### config.mk
export PLATFORM = sky130hd
export DESIGN_NAME = keypad_code_lock_fsm_top
export DESIGN_NICKNAME = d
export VERILOG_FILES = /design/src/rtl/core/kcl_pkg.sv /design/src/rtl/core/kcl_front.sv /design/src/rtl/core/kcl_queue.sv /design/src/rtl/core/kcl_back.sv /design/src/rtl/core/keypad_code_lock_fsm_top.sv
export SDC_FILE = /design/constraint.sdc
export NUM_CORES = 1
export LEC_CHECK = 0
export ABC_CLOCK_PERIOD_IN_PS = 8500
export BUFFER_PORTS_ARGS = -buffer_cell sky130_fd_sc_hd__buf_2
export CAP_MARGIN = 20
export CORE_ASPECT_RATIO = 0.8
export CORE_MARGIN = 1
export CORE_UTILIZATION = 33
export DETAILED_ROUTE_END_ITERATION = 8
export PLACE_DENSITY_LB_ADDON = 0.1
export RECOVER_POWER = 100
export SETUP_SLACK_MARGIN = 0.1
export SLEW_MARGIN = 20
export SYNTH_ARGS = -nofsm -noshare
export SYNTH_HDL_FRONTEND = slang
export SYNTH_HIERARCHICAL = 1
export SYNTH_SLANG_ARGS = --single-unit
export TNS_END_PERCENT = 20
### constraint.sdc
create_clock -name clk -period 8.5 [get_ports clk]
set_clock_uncertainty 0.15 [all_clocks]
set_input_delay 0.425 -clock clk [delete_from_list [all_inputs] [get_ports clk]]
set_output_delay 0.425 -clock clk [all_outputs]
set_load 0.02 [all_outputs]
### src/rtl/core/kcl_pkg.sv
// Shared types, constants and key decoding for the keypad code lock.
`timescale 1ns / 1ps
`default_nettype none

package kcl_pkg;

  // Default entry capacity in symbols (top-level parameter default)
  localparam int CODE_MAX_DEFAULT = 9;

  // Master code register: nine nibbles, four-bit length
  localparam int MASTER_NIBBLES   = 9;
  localparam int MASTER_DIGITS_W  = 4 * MASTER_NIBBLES;
  localparam int MASTER_LEN_W     = 4;
  localparam logic [MASTER_DIGITS_W-1:0] MASTER_DIGITS_RST = 36'h0_0001_2345;
  localparam logic [MASTER_LEN_W-1:0]    MASTER_LEN_RST    = 4'd5;

  // Configuration port
  localparam int CFG_INDEX_W = 2;
  localparam int CFG_DATA_W  = MASTER_DIGITS_W;
  localparam logic [CFG_INDEX_W-1:0] CFG_MASTER_DIGITS = 2'd0;
  localparam logic [CFG_INDEX_W-1:0] CFG_MASTER_LENGTH = 2'd1;

  // Event byte and symbols
  localparam int EVENT_W = 8;
  localparam int SYM_W   = 4;
  localparam logic [SYM_W-1:0] SYM_STAR = 4'd10;
  localparam logic [SYM_W-1:0] SYM_HASH = 4'd11;

  // Symbols in the user code after reset: 1,2,3,4,5
  localparam int USER_RST_LEN = 5;

  // Depth of the queue between front and back
  localparam int QUEUE_DEPTH = 2;

  typedef enum logic [1:0] {
    MODE_LOCKED   = 2'd0,
    MODE_UNLOCKED = 2'd1,
    MODE_MASTER   = 2'd2,
    MODE_NEWCODE  = 2'd3
  } mode_t;

  typedef enum logic [2:0] {
    OUT_TAKEN   = 3'd0,
    OUT_PASS    = 3'd1,
    OUT_FAIL    = 3'd2,
    OUT_CHANGED = 3'd3,
    OUT_CANCEL  = 3'd4,
    OUT_LEFT    = 3'd5
  } outcome_t;

  // Decoded key
  typedef struct packed {
    logic             hit;
    logic [SYM_W-1:0] sym;
  } key_dec_t;

  // Front to queue
  typedef struct packed {
    logic             push;
    logic [SYM_W-1:0] sym;
  } push_t;

  // Queue head towards the back
  typedef struct packed {
    logic             valid;
    logic [SYM_W-1:0] sym;
  } q_head_t;

  // One result item
  typedef struct packed {
    logic [SYM_W-1:0] key_symbol;
    mode_t            mode_after;
    outcome_t         outcome;
    logic             door_unlocked;
  } result_t;

  // Key number (from one) to symbol on the 4x3 matrix; rows are ten apart
  function automatic key_dec_t decode_key(input logic [EVENT_W-2:0] n);
    key_dec_t d;
    d.hit = 1'b1;
    d.sym = '0;
    case (n)
      7'd1:    d.sym = 4'd1;
      7'd2:    d.sym = 4'd2;
      7'd3:    d.sym = 4'd3;
      7'd11:   d.sym = 4'd4;
      7'd12:   d.sym = 4'd5;
      7'd13:   d.sym = 4'd6;
      7'd21:   d.sym = 4'd7;
      7'd22:   d.sym = 4'd8;
      7'd23:   d.sym = 4'd9;
      7'd31:   d.sym = SYM_STAR;
      7'd32:   d.sym = 4'd0;
      7'd33:   d.sym = SYM_HASH;
      default: d.hit = 1'b0;
    endcase
    return d;
  endfunction

endpackage

`default_nettype wire

### src/rtl/core/kcl_front.sv
// Front end: takes event items, drops releases and off-matrix keys, queues symbols.
`timescale 1ns / 1ps
`default_nettype none

module kcl_front
  import kcl_pkg::*;
(
  input  wire logic               clk,
  input  wire logic               rst_n,
  input  wire logic               in_valid,
  output logic                    in_ready,
  input  wire logic [EVENT_W-1:0] in_key_event,
  input  wire logic               q_full,
  output push_t                   q_push
);

  key_dec_t dec;

  // Room in the queue is all that holds an item back
  assign in_ready = !q_full;

  // Press bit and matrix decode
  always_comb begin
    dec         = decode_key(in_key_event[EVENT_W-2:0]);
    q_push.sym  = dec.sym;
    q_push.push = in_valid && in_ready && in_key_event[EVENT_W-1] && dec.hit;
  end

`ifndef SYNTH
  // Nothing is queued while the queue is full
  a_no_push_full: assert property (@(posedge clk) disable iff (!rst_n)
    q_full |-> !q_push.push)
    else $error("push while queue full");

  // A release never reaches the queue
  a_release_dropped: assert property (@(posedge clk) disable iff (!rst_n)
    !in_key_event[EVENT_W-1] |-> !q_push.push)
    else $error("release event queued");

  // Only a completed handshake pushes
  a_push_on_accept: assert property (@(posedge clk) disable iff (!rst_n)
    q_push.push |-> (in_valid && in_ready))
    else $error("push without accepted item");
`endif

endmodule

`default_nettype wire

### src/rtl/core/kcl_queue.sv
// Short symbol queue between the front end and the lock engine.
`timescale 1ns / 1ps
`default_nettype none

module kcl_queue
  import kcl_pkg::*;
(
  input  wire logic  clk,
  input  wire logic  rst_n,
  input  wire push_t q_push,
  input  wire logic  q_pop,
  output logic       q_full,
  output q_head_t    q_head
);

  localparam int PTR_W = (QUEUE_DEPTH > 1) ? $clog2(QUEUE_DEPTH) : 1;
  localparam int CNT_W = $clog2(QUEUE_DEPTH + 1);
  localparam logic [PTR_W-1:0] PTR_LAST = PTR_W'(QUEUE_DEPTH - 1);
  localparam logic [CNT_W-1:0] CNT_FULL = CNT_W'(QUEUE_DEPTH);

  logic [SYM_W-1:0] slot_r [QUEUE_DEPTH];
  logic [PTR_W-1:0] wr_ptr_r, wr_ptr_nxt;
  logic [PTR_W-1:0] rd_ptr_r, rd_ptr_nxt;
  logic [CNT_W-1:0] count_r, count_nxt;
  logic             do_pop;

  assign q_full       = (count_r == CNT_FULL);
  assign q_head.valid = (count_r != '0);
  assign q_head.sym   = slot_r[rd_ptr_r];
  assign do_pop       = q_pop && q_head.valid;

  // Pointer and fill count update
  always_comb begin
    wr_ptr_nxt = wr_ptr_r;
    rd_ptr_nxt = rd_ptr_r;
    count_nxt  = count_r;
    if (q_push.push) begin
      wr_ptr_nxt = (wr_ptr_r == PTR_LAST) ? '0 : wr_ptr_r + 1'b1;
    end
    if (do_pop) begin
      rd_ptr_nxt = (rd_ptr_r == PTR_LAST) ? '0 : rd_ptr_r + 1'b1;
    end
    case ({q_push.push, do_pop})
      2'b10:   count_nxt = count_r + 1'b1;
      2'b01:   count_nxt = count_r - 1'b1;
      default: count_nxt = count_r;
    endcase
  end

  always_ff @(posedge clk) begin
    if (!rst_n) begin
      wr_ptr_r <= '0;
      rd_ptr_r <= '0;
      count_r  <= '0;
    end else begin
      wr_ptr_r <= wr_ptr_nxt;
      rd_ptr_r <= rd_ptr_nxt;
      count_r  <= count_nxt;
    end
  end

  // Slot storage
  always_ff @(posedge clk) begin
    if (q_push.push) begin
      slot_r[wr_ptr_r] <= q_push.sym;
    end
  end

endmodule

`default_nettype wire

### src/rtl/core/kcl_back.sv
// Lock engine: mode machine, entry buffer, code compares and result register.
`timescale 1ns / 1ps
`default_nettype none

module kcl_back
  import kcl_pkg::*;
#(
  parameter int CODE_MAX_SYMBOLS = CODE_MAX_DEFAULT
) (
  input  wire logic                   clk,
  input  wire logic                   rst_n,
  input  wire logic                   cfg_we,
  input  wire logic [CFG_INDEX_W-1:0] cfg_index,
  input  wire logic [CFG_DATA_W-1:0]  cfg_wdata,
  input  wire q_head_t                q_head,
  output logic                        q_pop,
  output logic                        out_valid,
  input  wire logic                   out_ready,
  output result_t                     out_res
);

  localparam int CNT_W = $clog2(CODE_MAX_SYMBOLS + 1);
  localparam int CMP_W = (CNT_W > MASTER_LEN_W) ? CNT_W : MASTER_LEN_W;
  localparam int PAD_W = (CODE_MAX_SYMBOLS > MASTER_NIBBLES) ?
                         SYM_W * CODE_MAX_SYMBOLS : MASTER_DIGITS_W;
  localparam logic [CNT_W-1:0] CNT_MAX = CNT_W'(CODE_MAX_SYMBOLS);

  // Configuration registers
  logic [MASTER_DIGITS_W-1:0] master_digits_r;
  logic [MASTER_LEN_W-1:0]    master_len_r;

  // Lock state
  mode_t            mode_r, mode_nxt;
  logic [SYM_W-1:0] entry_r [CODE_MAX_SYMBOLS];
  logic [CNT_W-1:0] entry_count_r, entry_count_nxt;
  logic [SYM_W-1:0] user_r [CODE_MAX_SYMBOLS];
  logic [CNT_W-1:0] user_count_r;

  // Result register
  logic    out_valid_r;
  result_t out_res_r;

  logic             is_star, is_hash;
  logic             match_user, match_master;
  logic             do_append, do_clear, do_copy;
  outcome_t         outcome;
  logic [PAD_W-1:0] master_pad;

  assign q_pop     = q_head.valid && (!out_valid_r || out_ready);
  assign out_valid = out_valid_r;
  assign out_res   = out_res_r;
  assign is_star   = (q_head.sym == SYM_STAR);
  assign is_hash   = (q_head.sym == SYM_HASH);
  assign master_pad = PAD_W'(master_digits_r);

  // Parallel code compares, one lane per buffer position
  always_comb begin
    match_user   = (entry_count_r == user_count_r);
    match_master = (CMP_W'(entry_count_r) == CMP_W'(master_len_r));
    for (int i = 0; i < CODE_MAX_SYMBOLS; i++) begin
      if (CNT_W'(i) < entry_count_r) begin
        if (entry_r[i] != user_r[i]) begin
          match_user = 1'b0;
        end
        if (entry_r[i] != master_pad[SYM_W*i +: SYM_W]) begin
          match_master = 1'b0;
        end
      end
    end
  end

  // Next mode
  always_comb begin
    mode_nxt = mode_r;
    if (q_pop) begin
      case (mode_r)
        MODE_LOCKED: begin
          if (is_star && match_user) mode_nxt = MODE_UNLOCKED;
        end
        MODE_UNLOCKED: begin
          if (is_hash)      mode_nxt = MODE_LOCKED;
          else if (is_star) mode_nxt = MODE_MASTER;
        end
        MODE_MASTER: begin
          if (is_hash)                        mode_nxt = MODE_UNLOCKED;
          else if (is_star && match_master)   mode_nxt = MODE_NEWCODE;
        end
        MODE_NEWCODE: begin
          if (is_hash || is_star) mode_nxt = MODE_UNLOCKED;
        end
        default: mode_nxt = MODE_LOCKED;
      endcase
    end
  end

  // Per-mode actions and outcome
  always_comb begin
    outcome   = OUT_TAKEN;
    do_append = 1'b0;
    do_clear  = 1'b0;
    do_copy   = 1'b0;
    case (mode_r)
      MODE_LOCKED: begin
        if (is_star) begin
          outcome  = match_user ? OUT_PASS : OUT_FAIL;
          do_clear = 1'b1;
        end else begin
          do_append = 1'b1;
        end
      end
      MODE_UNLOCKED: begin
        if (is_hash || is_star) begin
          outcome  = OUT_LEFT;
          do_clear = 1'b1;
        end
      end
      MODE_MASTER: begin
        if (is_hash) begin
          outcome  = OUT_CANCEL;
          do_clear = 1'b1;
        end else if (is_star) begin
          outcome  = match_master ? OUT_PASS : OUT_FAIL;
          do_clear = 1'b1;
        end else begin
          do_append = 1'b1;
        end
      end
      MODE_NEWCODE: begin
        if (is_hash) begin
          outcome  = OUT_CANCEL;
          do_clear = 1'b1;
        end else if (is_star) begin
          outcome  = OUT_CHANGED;
          do_copy  = 1'b1;
          do_clear = 1'b1;
        end else begin
          do_append = 1'b1;
        end
      end
      default: begin
        outcome = OUT_TAKEN;
      end
    endcase
  end

  // Entry count: full buffer drops further keys
  always_comb begin
    entry_count_nxt = entry_count_r;
    if (q_pop) begin
      if (do_clear) begin
        entry_count_nxt = '0;
      end else if (do_append && (entry_count_r < CNT_MAX)) begin
        entry_count_nxt = entry_count_r + 1'b1;
      end
    end
  end

  // Control state and configuration
  always_ff @(posedge clk) begin
    if (!rst_n) begin
      mode_r          <= MODE_LOCKED;
      entry_count_r   <= '0;
      user_count_r    <= CNT_W'(USER_RST_LEN);
      out_valid_r     <= 1'b0;
      master_digits_r <= MASTER_DIGITS_RST;
      master_len_r    <= MASTER_LEN_RST;
      for (int i = 0; i < CODE_MAX_SYMBOLS; i++) begin
        user_r[i] <= (i < USER_RST_LEN) ? SYM_W'(i + 1) : '0;
      end
    end else begin
      mode_r        <= mode_nxt;
      entry_count_r <= entry_count_nxt;
      if (q_pop) begin
        out_valid_r <= 1'b1;
      end else if (out_ready) begin
        out_valid_r <= 1'b0;
      end
      if (q_pop && do_copy) begin
        user_count_r <= entry_count_r;
        for (int i = 0; i < CODE_MAX_SYMBOLS; i++) begin
          user_r[i] <= entry_r[i];
        end
      end
      if (cfg_we && (cfg_index == CFG_MASTER_DIGITS)) begin
        master_digits_r <= cfg_wdata;
      end
      if (cfg_we && (cfg_index == CFG_MASTER_LENGTH)) begin
        master_len_r <= cfg_wdata[MASTER_LEN_W-1:0];
      end
    end
  end

  // Entry buffer and result payload
  always_ff @(posedge clk) begin
    if (q_pop && do_append) begin
      for (int i = 0; i < CODE_MAX_SYMBOLS; i++) begin
        if (entry_count_r == CNT_W'(i)) begin
          entry_r[i] <= q_head.sym;
        end
      end
    end
    if (q_pop) begin
      out_res_r.key_symbol    <= q_head.sym;
      out_res_r.mode_after    <= mode_nxt;
      out_res_r.outcome       <= outcome;
      out_res_r.door_unlocked <= (mode_nxt != MODE_LOCKED);
    end
  end

`ifndef SYNTH
  // Entry count never exceeds the buffer
  a_count_bound: assert property (@(posedge clk) disable iff (!rst_n)
    entry_count_r <= CNT_MAX)
    else $error("entry count beyond capacity");

  // Any mode change leaves an empty entry buffer
  a_clear_on_mode: assert property (@(posedge clk) disable iff (!rst_n)
    (q_pop && (mode_nxt != mode_r)) |=> (entry_count_r == '0))
    else $error("entry not cleared on mode change");

  // A failed compare keeps the mode and clears the entry
  a_fail_holds: assert property (@(posedge clk) disable iff (!rst_n)
    (q_pop && (outcome == OUT_FAIL)) |=>
      ((mode_r == $past(mode_r)) && (entry_count_r == '0)))
    else $error("failed compare changed mode or kept entry");

  // Reported mode matches the live mode once a result is loaded
  a_result_mode: assert property (@(posedge clk) disable iff (!rst_n)
    q_pop |=> (out_valid_r && (out_res_r.mode_after == mode_r)))
    else $error("result mode differs from lock mode");
`endif

endmodule

`default_nettype wire

### src/rtl/core/keypad_code_lock_fsm_top.sv
// Top level of the keypad code lock: front end, symbol queue and lock engine.
//
//  channel  direction  handshake            payload
//  in_      input      in_valid/in_ready    in_key_event[7:0]
//  out_     output     out_valid/out_ready  key_symbol, mode_after, outcome, door_unlocked
//  cfg_     input      cfg_we (no wait)     cfg_index[1:0], cfg_wdata[35:0]
//
// One item per cycle sustained while out_ready stays high. An accepted key press is
// written first into the two-entry symbol queue, then into the result register, which
// raises out_valid. Releases and off-matrix keys are taken in the same cycle and give
// no result. Synchronous active-low reset: locked, empty entry, user code 1,2,3,4,5,
// master code keyed as 5,4,3,2,1 (register value 0x12345); no clearing pass. A stalled
// output fills the queue, then drops in_ready.
`timescale 1ns / 1ps
`default_nettype none

module keypad_code_lock_fsm_top
  import kcl_pkg::*;
#(
  parameter int CODE_MAX_SYMBOLS = CODE_MAX_DEFAULT
) (
  input  wire logic                   clk,
  input  wire logic                   rst_n,
  input  wire logic                   in_valid,
  output logic                        in_ready,
  input  wire logic [EVENT_W-1:0]     in_key_event,
  output logic                        out_valid,
  input  wire logic                   out_ready,
  output logic [SYM_W-1:0]            out_key_symbol,
  output logic [1:0]                  out_mode_after,
  output logic [2:0]                  out_outcome,
  output logic                        out_door_unlocked,
  input  wire logic                   cfg_we,
  input  wire logic [CFG_INDEX_W-1:0] cfg_index,
  input  wire logic [CFG_DATA_W-1:0]  cfg_wdata
);

  push_t   q_push;
  q_head_t q_head;
  logic    q_full;
  logic    q_pop;
  result_t res;

  kcl_front u_front (
    .clk          (clk),
    .rst_n        (rst_n),
    .in_valid     (in_valid),
    .in_ready     (in_ready),
    .in_key_event (in_key_event),
    .q_full       (q_full),
    .q_push       (q_push)
  );

  kcl_queue u_queue (
    .clk    (clk),
    .rst_n  (rst_n),
    .q_push (q_push),
    .q_pop  (q_pop),
    .q_full (q_full),
    .q_head (q_head)
  );

  kcl_back #(
    .CODE_MAX_SYMBOLS (CODE_MAX_SYMBOLS)
  ) u_back (
    .clk       (clk),
    .rst_n     (rst_n),
    .cfg_we    (cfg_we),
    .cfg_index (cfg_index),
    .cfg_wdata (cfg_wdata),
    .q_head    (q_head),
    .q_pop     (q_pop),
    .out_valid (out_valid),
    .out_ready (out_ready),
    .out_res   (res)
  );

  // Result fields onto their ports
  assign out_key_symbol    = res.key_symbol;
  assign out_mode_after    = res.mode_after;
  assign out_outcome       = res.outcome;
  assign out_door_unlocked = res.door_unlocked;

endmodule

`default_nettype wire
==> metrics.txt <==
Post-DP HPWL 10450 microns; failing checks max-capacitance violations, max-slew violations; Worst path most repeated cell clkbuf_1; mapped cell area 6865 sq um; flop-to-flop setup slack 4170 ps; slew at the pin closest to its max-slew limit 3358 ps; via count 4542; setup TNS 0 ps; Synth-to-Final Area Change 14.84%; Die X-Extent 163.3 microns; Placement Cell Area 7370 sq um; Final setup viols 0; synthesized area per cell 11.39 sq um; Leak 2.849 nW; first-pass detailed-route iteration total 4; n_diodes 0; CP Capture Type flop; Layout Nets 715; fin crit share 53.92%; Peak Freq 218.2 MHz; vias per std cell 4.853; final hold violations 0; Max VDD drop 118.2 uV; core area 20090 sq um; placed cell count 904; syn_nets 659; GPL Wtd Cong 0.7907; CP max stage delay 2340 ps; final wirelength 15440 microns; hold_buf cts 0; vias in the first global route 4399; Post-synth EDFFs 90; average routed wire per standard cell 16.50 microns; Power Density 197.5 nW/um^2; io pins 63; Synth area leader edfxtp_1; post-synth top area share 39.37%; Post-synth ARST share 0%; starting density of the core 34.18%; kind of critical path in -> reg; Worst path slowest cell clkbuf_1; largest net degree at the start of global routing 88; Initial DRC Count 265; Resized Gates After CTS 0; postcts setup bufs 0; layout cell share with drive strength beyond 1 15.33%; grt ovf 0; later-pin clock latency in the skew report 420 ps; Tot GR Track Use 15.43%; CTS buffer count 17; crit path cell chain buf_2, clkbuf_1, nand2b_1, clkbuf_1; Synth Flop Type edfxtp_1; register area share after synthesis 55.70%; Die Area 21390 sq um; IO buf count 62; cell count after synthesis 603; Startpoint Class input pin; Worst Path Max Fanout 87; Synth top cells by count nand2_1, edfxtp_1, dfxtp_1, xor2_1, a21boi_0; Max-slew headroom -123.9%; Clock Tree Root clkbuf_16; cell area after layout 7884 sq um; status finished with violations; # DRC 0; Worst-path clk slew 60 ps; antenna viol nets, final 0; Std-Cell Rows 46; arrival time at the worst endpoint 4300 ps; Hold WC Path Type in -> reg; max-slew violation count 122; critical path data required time 8220 ps; Clock Sinks 146; Max Root-Sink Buffers 2; CTS H-tree lvls 4; Die H 131.0 microns; Finished Layout Cells 936; Synth cell types 73; Final Critical Period 4583 ps; first-pass GRT wire length 24620 microns; post-synthesis register bit count 146; synth top area cells edfxtp_1, dfxtp_1, xor2_1; count leader, synth nand2_1; Maximum Capacitance Violations 2; RSZ-0062 raised after global routing no; synth warn 6; antenna violations before repair 0; CTS tree yes
power breakdown:
group	internal (W)	switching (W)	total (W)	leakage, nW
clock network	0.000442	0.000274	0.000716	0.284
registers	0.000763	0.00000936	0.000772	1.26
logic	0.0000288	0.0000392	0.0000681	1.30
metal layers:
metal	global-route usage, %	part of all wire (%)
met5	0	0
met4	5.607	1.1
met3	4.167	4.9
met2	22.13	41
met1	22.08	53
worst paths after layout:
| kind | startpoint | endpoint | depth (start not counted) |
|---|---|---|---|
| hold reg to reg | u_back/master_digits_r[4] | u_back/master_digits_r[4] | 2 |
| hold / removal | cfg_wdata[9] | u_back/master_digits_r[9] | 3 |
| setup reg to reg | flop | u_back/user_r[0][19] | 7 |
| setup / recovery | rst_n | u_back/user_r[0][19] | 4 |
cell usage in the layout (no fill, tap or decap), types with 3 or more instances in the layout:
cell type and instances:
mux2i_1 9, clkinv_2 6, mux2_1 4, a21oi_1 11
o21ai_0 12, xor2_1 56, dfxtp_1 56, nand2b_1 12
buf_2 49, nand2_1 95, o21a_1 3, nand3_1 13
nor2_1 13, edfxtp_1 90, a21boi_0 32, clkbuf_16 17
nor4_2 3, and3_1 30, nor2b_1 11, nand4_1 4
ha_1 5, nor3_1 5, inv_1 10, clkbuf_1 16
nor4_1 12, nand3b_1 5, xnor2_1 26, o211ai_1 4
logic make-up (layout without fill, tap and decap cells):
kind of cell | Yosys count | count (layout) | share of synthesized area [%]
buffers and inverters | 39 | 108 | 3.062
adder cells (fa/ha/maj) | 5 | 5 | 0.9112
AND/OR/NAND/NOR | 227 | 227 | 17.92
AO/OA/AOI/OAI | 91 | 91 | 9.987
multiplexers | 13 | 13 | 1.968
XOR/XNOR | 82 | 82 | 10.46
flip-flops | 146 | 146 | 55.70
stage by stage:
| step | util [%] | power (W) | setup slack [ps] | hold WS, ps |
|---|---|---|---|---|
| global placement | 36.69 | 0.0008545 | 5495 | 323.7 |
| CTS | 39.53 | 0.001580 | 5367 | 42.75 |
| global route | 39.25 | 0.001619 | 3385 | 42.03 |
| detailed placement | 36.69 | 0.0008563 | 5368 | 326.3 |
| finish | 39.25 | 0.001557 | 3917 | 60.56 |
| floorplan | - | 0.0008274 | 5273 | 305.3 |
sequential cells by signal, summed over array words and instances (netlist names), named ones only:
register	flops
u_back/entry_r	36
u_back/user_r	36
u_back/master_digits_r	36
u_back/mode_r	2
u_back/user_count_r	4
u_queue/slot_r	8
u_queue/wr_ptr_r	1
u_queue/count_r	2
u_back/out_res	10
u_back/out_valid	1
u_queue/rd_ptr_r	1
u_back/master_len_r	4
u_back/entry_count_r	4
layout make-up:
cell class,instances,area (sq um)
multi-input cells,418,2805
clock buffers,20,456.7
fillers,1977,12200
repair buffers,66,316.6
flip-flops and latches,146,3824
well taps,264,330.3
clock inverters,12,113.9
inverters,10,37.54
worst max-delay path, delay by kind of cell:
| family | cells | cell delay, ps |
|---|---|---|
| buffers and inverters | 3 | 3300 |
| AND/OR/NAND/NOR | 1 | 490 |
No activity file was read; power rests on OpenSTA's default activity.
